$ cat src/hdl/sacl_pkg.sv
// ----------------------------------------------------------------------------
// sacl_pkg
// Shared types, codes and defaults for the set-associative LRU tag store.
// ----------------------------------------------------------------------------
`default_nettype none

package sacl_pkg;

    // Default sizing of the tag store
    localparam int unsigned DEF_MAX_SET_BITS = 8;
    localparam int unsigned DEF_MAX_WAYS     = 8;
    localparam int unsigned DEF_STAMP_WIDTH  = 32;

    // Fixed field widths
    localparam int unsigned ADDR_W     = 64;
    localparam int unsigned TOTAL_W    = 32;
    localparam int unsigned REQ_W      = 2;
    localparam int unsigned CFG_IDX_W  = 2;
    localparam int unsigned CFG_DATA_W = 5;
    localparam int unsigned SET_CFG_W  = 4;
    localparam int unsigned BLK_CFG_W  = 5;
    localparam int unsigned WAY_CFG_W  = 4;
    // Way counts up to 16 fit in five bits
    localparam int unsigned WAY_CNT_W  = 5;
    // Block bits plus set bits stay below 64
    localparam int unsigned SHIFT_W    = 6;

    // Request type codes
    localparam logic [REQ_W-1:0] REQ_LOAD   = 2'd0;
    localparam logic [REQ_W-1:0] REQ_STORE  = 2'd1;
    localparam logic [REQ_W-1:0] REQ_MODIFY = 2'd2;
    localparam logic [REQ_W-1:0] REQ_IFETCH = 2'd3;

    // Configuration register indexes
    localparam logic [CFG_IDX_W-1:0] CFG_SET_BITS   = 2'd0;
    localparam logic [CFG_IDX_W-1:0] CFG_BLOCK_BITS = 2'd1;
    localparam logic [CFG_IDX_W-1:0] CFG_WAYS_USED  = 2'd2;

    // Controller states
    typedef enum logic [1:0] {
        ST_CLEAR,
        ST_IDLE,
        ST_LOOKUP
    } t_state;

    // Controller to datapath commands
    typedef struct packed {
        logic accept;   // capture request, launch set read
        logic commit;   // compare ways, write set back, update totals
        logic clear;    // write one zero row of the clearing pass
    } t_cmd;

    // Datapath to controller status
    typedef struct packed {
        logic clear_last;   // clearing pass is on its last row
    } t_sts;

endpackage

`default_nettype wire

$ cat src/hdl/sacl_ctrl.sv
// ----------------------------------------------------------------------------
// sacl_ctrl
// Sequencer of the tag store: clearing pass after reset, then one access
// as a set read followed by compare and write back.
// ----------------------------------------------------------------------------
`default_nettype none

module sacl_ctrl (
    input  wire logic          i_clk,
    input  wire logic          i_rst_n,
    input  wire logic          i_start,
    input  wire sacl_pkg::t_sts i_sts,
    output sacl_pkg::t_cmd     o_cmd,
    output logic               o_busy,
    output logic               o_done
);

    sacl_pkg::t_state r_state;
    sacl_pkg::t_state n_state;
    logic             r_done;

    // State register and result strobe
    always_ff @(posedge i_clk) begin
        if (!i_rst_n) begin
            r_state <= sacl_pkg::ST_CLEAR;
            r_done  <= 1'b0;
        end else begin
            r_state <= n_state;
            r_done  <= (r_state == sacl_pkg::ST_LOOKUP);
        end
    end

    // Next state and commands
    always_comb begin
        n_state      = r_state;
        o_cmd.accept = 1'b0;
        o_cmd.commit = 1'b0;
        o_cmd.clear  = 1'b0;
        unique case (r_state)
            sacl_pkg::ST_CLEAR: begin
                o_cmd.clear = 1'b1;
                if (i_sts.clear_last) begin
                    n_state = sacl_pkg::ST_IDLE;
                end
            end
            sacl_pkg::ST_IDLE: begin
                if (i_start) begin
                    o_cmd.accept = 1'b1;
                    n_state      = sacl_pkg::ST_LOOKUP;
                end
            end
            sacl_pkg::ST_LOOKUP: begin
                o_cmd.commit = 1'b1;
                n_state      = sacl_pkg::ST_IDLE;
            end
            default: begin
                n_state = sacl_pkg::ST_IDLE;
            end
        endcase
    end

    assign o_busy = (r_state != sacl_pkg::ST_IDLE);
    assign o_done = r_done;

endmodule

`default_nettype wire

$ cat config.mk
export PLATFORM = sky130hd
export DESIGN_NAME = sacl_ctrl
export DESIGN_NICKNAME = d
export VERILOG_FILES = /design/src/hdl/sacl_pkg.sv /design/src/hdl/sacl_ctrl.sv
export SDC_FILE = /design/constraint.sdc
export NUM_CORES = 1
export LEC_CHECK = 0
export ABC_CLOCK_PERIOD_IN_PS = 2000
export BUFFER_PORTS_ARGS = -buffer_cell sky130_fd_sc_hd__buf_2
export CAP_MARGIN = 25
export CORE_AREA = 8 8 45 47
export CTS_CLUSTER_SIZE = 14
export DETAILED_ROUTE_END_ITERATION = 10
export DIE_AREA = 0 0 53 55
export PLACE_DENSITY_LB_ADDON = 0.05
export SLEW_MARGIN = 20
export SYNTH_ARGS = -nofsm -noshare
export SYNTH_HDL_FRONTEND = slang
export SYNTH_SLANG_ARGS = --single-unit
export TNS_END_PERCENT = 100
$ cat constraint.sdc
create_clock -name i_clk -period 2 [get_ports i_clk]
set_input_delay 0.2 -clock i_clk [delete_from_list [all_inputs] [get_ports i_clk]]
set_output_delay 0.2 -clock i_clk [all_outputs]
set_load 0.1 [all_outputs]
==> results of run 1 <==
-- state kept, by name, summed over array words and instances (netlist names) --
signal and cells:
r_state 2, o_done 1
-- cells in the final DEF, fill, tap and decap left out --
cell / count
buf_2: 8
clkbuf_4: 3
dfxtp_1: 3
and2_1: 2
nor2b_1: 2
nand2b_1: 1
nor2_1: 1
and3b_1: 1
nor2b_2: 1
o31a_1: 1
clkbuf_1: 1
-- power by group through the flow --
stage	registers (W)	clock network [W]	logic, W
floorplan	0.0000690	0	0.0000489
CTS	0.0000665	0.000114	0.0000618
global route	0.0000672	0.000117	0.0000632
global placement	0.0000678	0	0.0000618
finish	0.0000665	0.000107	0.0000609
detailed placement	0.0000676	0	0.0000617
-- routing by layer --
metal	part of all wire (%)	up-vias	global-route usage (%)
li1	-	63	-
met1	41	50	2.73
met2	43	6	2.54
met3	11	2	2.14
met4	5.1	0	7.76
met5	0	-	0
-- worst paths after layout --
check / endpoint / start / depth (start not counted)
worst max register to register: r_state[0] / r_state[0] / 2
worst min-delay path: r_state[1] / i_rst_n / 2
worst max-delay path: o_cmd[2] / r_state[0] / 2
worst min register to register: r_state[0] / r_state[1] / 1
-- cell usage after synthesis, drive strengths merged --
| cell type | count |
|---|---|
| dfxtp | 3 |
| nor2 | 1 |
| and2 | 2 |
| nand2b | 1 |
| nor2b | 3 |
| and3b | 1 |
| o31a | 1 |
-- worst max-delay path: stages (launching register included) --
cell     delay (ns)
dfxtp_1        0.41
and3b_1        0.20
buf_2          0.43
-- through the flow --
step | std cells | setup slack, ns | hold slack [ns] | instance area [um2]
after global placement | 36 | 0.747 | 0.452 | 181
final | 40 | 0.522 | 0.201 | 208
after detailed placement | 36 | 0.763 | 0.445 | 181
after global routing | 40 | 0.438 | 0.199 | 208
after CTS | 40 | 0.503 | 0.195 | 208
after floorplan | 12 | 0.195 | 0.322 | 121
-- kinds of logic (layout without fill, tap and decap cells) --
family	after synthesis	in the layout	share of synthesized area [%]
buffers and inverters	0	12	0
AO/OA/AOI/OAI	1	1	7.37
AND/OR/NAND/NOR	8	8	42.1
flip-flops	3	3	50.5
-- area by class of cell --
cell class	count	area, um2
multi-input cells	9	61.3
well taps	16	20.0
clock buffers	4	26.3
fillers	167	1180
flip-flops and latches	3	60.1
repair buffers	8	40.0
==> metrics.csv, run 1 <==
metric;value;unit
postSynthNetCount;16;
io_buffers;8;
ys_seq_area_share;50.5;%
cap_viol_max_count;0;
startpoint_type;flop;
tns;0;ns
start_util;8.59;%
htree_levels;1;
die-area;0.00292;mm2
row_count;14;
synth_top_area_share;50.5;%
grt.total_usage;3.11;%
tritoncts;built;
grt_max_degree;7;
ant_nets;0;
r2r_slack;1.13;ns
place.gp.congestion;0.601;
synthTopCellsByArea;dfxtp_1 51%, nor2b_1 16%, and2_1 11%;
combPwrFrac;26.0;%
clk_pin_slew;0.04;ns
grt_setup_unrepaired;no;
syn_avg_cell_area;9.91;um2
leakagePower;0.0990;nW
intPower;0.000149;W
wl_per_cell;9.38;um
powerDensity;1130;mW/mm2
synth_area;119;um2
worst_pin_slew;0.488;ns
n_antenna_cell;0;
hp-class;input pin to flop;
grt_antenna_before_repair;0;
layout-drive-gt1-share;50.0;%
timing.fmax;0.677;GHz
crit_required;1.80;ns
finalClockSkew;0.00564;ns
totalWireLength;375;um
utilization;15.0;%
core;0.00138;mm2
cts_resized;0;
cts-root-buf;clkbuf_4;
p_switching;0.0000853;W
swShare;36.4;%
first_pass_iters;1;
via_count;121;
period_minus_slack;1.48;ns
overflow;0;
fin_nets;29;
relSlewSlack;67.7;%
cp.arrival;1.28;ns
drc_errors;0;
maxSlewViolCount;0;
setup_violations;0;
end_kind;primary output;
hold_viol_final;0;
insertion_delay;0.23;ns
power;0.000234;W
grt_pass1_vias;128;
synth-seq-cells;3;
die_w;53;um
period_share;73.9;%
clockBufferDepth;2;
grt_pass1_wl;524;um
numCtsBuffers;3;
ir_drop;237;uV
crit_fanout;6;
hold_buffers;0;
status;finished clean;
synth_cell_types;7;
clkPwrFrac;45.6;%
synth.largest_area_cell;dfxtp_1;
ys_warn_count;0;
syn2layout_area_growth;74.7;%
first_iter_violations;0;
synthCells;12;
io_pins;9;
pwr-share-seq;28.4;%
routed_via_density;3.03;
criticalPathCategory;flop to primary output;
post-cts-setup-buffers;0;
die_h;55;um
cts_sinks;3;
(Power assumes the default switching activity.)
==> inputs of run 2 (changes only) <==
--- a/config.mk
+++ b/config.mk
@@ -5,7 +5,7 @@
 export SDC_FILE = /design/constraint.sdc
 export NUM_CORES = 1
 export LEC_CHECK = 0
-export ABC_CLOCK_PERIOD_IN_PS = 2000
+export ABC_CLOCK_PERIOD_IN_PS = 1400
 export BUFFER_PORTS_ARGS = -buffer_cell sky130_fd_sc_hd__buf_2
 export CAP_MARGIN = 25
 export CORE_AREA = 8 8 45 47
==> constraint.sdc (replaced) <==
create_clock -name i_clk -period 1.4 [get_ports i_clk]
set_input_delay 0.14 -clock i_clk [delete_from_list [all_inputs] [get_ports i_clk]]
set_output_delay 0.14 -clock i_clk [all_outputs]
set_load 0.1 [all_outputs]
==> run 2 against run 1 <==
Critical path depth is the same. Routed wire length grew 3.7%. Combinational power grew 61%. Worst setup slack lost 0.41 ns. Utilization grew 2.4 points. Clock-buffer cell count is the same. Via count grew 3.3%. Sequential cell count is the same. Total power grew 48%. Highest routed layer is now met3. Sequential share of layout area shrank 4.0 points. Cell count is the same. Clock power grew 42%.
==> metrics.csv, run 2 (same netlist as run 1, synthesis figures left out) <==
metric;value;unit;change
timing.fmax;0.775;GHz;
final_area;241;um2;+16%
insertion_delay;0.23;ns;about the same
finalClockSkew;0.00451;ns;-0.00114 ns
relSlewSlack;67.6;%;-0.090 points
crit_required;1.26;ns;-0.54 ns
tritoncts;built;;
critPathTopFamily;buffers and inverters;;
drc_errors;0;;unchanged
ir_drop;277;uV;+17%
cap_viol_max_count;0;;unchanged
setup_violations;0;;unchanged
grt_pass1_vias;145;;+13%
final_common_cell;buf_2;;
worst_path_largest_cell_delay;0.42;ns;about the same
grt_setup_unrepaired;no;;
placed_area;215;um2;+19%
period_minus_slack;1.29;ns;
syn2layout_area_growth;103;%;
grt_antenna_before_repair;0;;unchanged
hold_viol_final;0;;unchanged
maxSlewViolCount;0;;unchanged
routed_via_density;3.13;;+3.3%
hp-class;input pin to flop;;
io_buffers;8;;unchanged
totalWireLength;389;um;+3.7%
period_share;92.1;%;
clockBufferDepth;2;;unchanged
startpoint_type;flop;;
io_pins;9;;unchanged
die_h;55;um;unchanged
cts_resized;0;;unchanged
path_cells;nand2b_1 -> buf_2;;
first_iter_violations;1;;+1
status;finished clean;;
end_kind;primary output;;
grt_pass1_wl;531;um;+1.3%
cts_sinks;3;;unchanged
grt_max_degree;7;;unchanged
powerDensity;1430;mW/mm2;+27%
htree_levels;1;;unchanged
largest_reg_flops;2;;unchanged
start_util;8.59;%;unchanged
crit_slowest_cell;buf_2;;
core;0.00138;mm2;unchanged
crit_fanout;5;;-1
n_antenna_cell;0;;unchanged
crit_buf_inv;1;;unchanged
utilization;17.5;%;+2.4 points
place.gp.congestion;0.610;;+1.5%
first_pass_iters;2;;+1
grt.total_usage;3.11;%;+0.0034 points
worst_pin_slew;0.489;ns;+0.00135 ns
hold_slack;0.153;ns;-0.0476 ns
hold_buffers;0;;unchanged
clk_pin_slew;0.04;ns;about the same
die-area;0.00292;mm2;unchanged
via_count;125;;+3.3%
fin_nets;29;;unchanged
regMostFlops;r_state;;
preCtsSetupSlack;0.345;ns;-0.418 ns
layout-drive-gt1-share;58.3;%;+8.3 points
criticalPathCategory;flop to primary output;;
die_w;53;um;unchanged
setup_slack;0.110;ns;-0.412 ns
numCtsBuffers;3;;unchanged
leakagePower;0.105;nW;+6.1%
ant_nets;0;;unchanged
post-cts-setup-buffers;0;;unchanged
hpwl;310;um;
layout_common_cells;6 x buf_2, 3 x clkbuf_4, 3 x dfxtp_1;;
overflow;0;;unchanged
cts-root-buf;clkbuf_4;;
cp.arrival;1.15;ns;-0.13 ns
wl_per_cell;9.73;um;+3.7%
row_count;14;;unchanged
## run 2: cell counts in the layout (fill, tap and decap cells not counted)
Identical to the previous run, type by type.
## run 2: final timing paths
kind	startpoint	endpoint	slack (ns)	depth (start not counted)
hold / removal	i_rst_n	o_done	0.15	2
setup / recovery	r_state[1]	o_busy	0.11	2
hold reg to reg	r_state[1]	r_state[0]	0.55	1
setup reg to reg	r_state[1]	r_state[1]	0.50	2
## run 2: through the flow
| step | instances | power [W] | setup TNS, ns |
|---|---|---|---|
| 4_1_cts | 40 | 0.000358 | 0 |
| 6_report | 40 | 0.000345 | 0 |
| 5_1_grt | 40 | 0.000360 | 0 |
| 3_5_place_dp | 36 | 0.000195 | 0 |
| 2_1_floorplan | 12 | 0.000170 | -0.101 |
| 3_3_place_gp | 36 | 0.000197 | 0 |
## run 2: final cells by class
| type | count | area [um2] |
|---|---|---|
| fillers | 156 | 1140 |
| repair buffers | 8 | 70.1 |
| multi-input cells | 9 | 65.1 |
| flip-flops and latches | 3 | 60.1 |
| clock buffers | 4 | 26.3 |
| well taps | 16 | 20.0 |
## run 2: report_power, final
part | internal [W] | leakage [nW] | switching (W)
sequential | 0.0000900 | 0.0245 | 0.00000537
combinational | 0.0000243 | 0.0655 | 0.0000735
clock | 0.000107 | 0.0150 | 0.0000452
total | 0.000221 | 0.105 | 0.000124
## run 2: metal layers
layer | global-route usage, % | share of wire (%) | vias to the layer above
met5 | 0 | 0 | -
met4 | 7.76 | 0 | 0
met3 | 2.14 | 14 | 0
met2 | 3.32 | 46 | 6
met1 | 2.13 | 40 | 57
li1 | - | - | 62
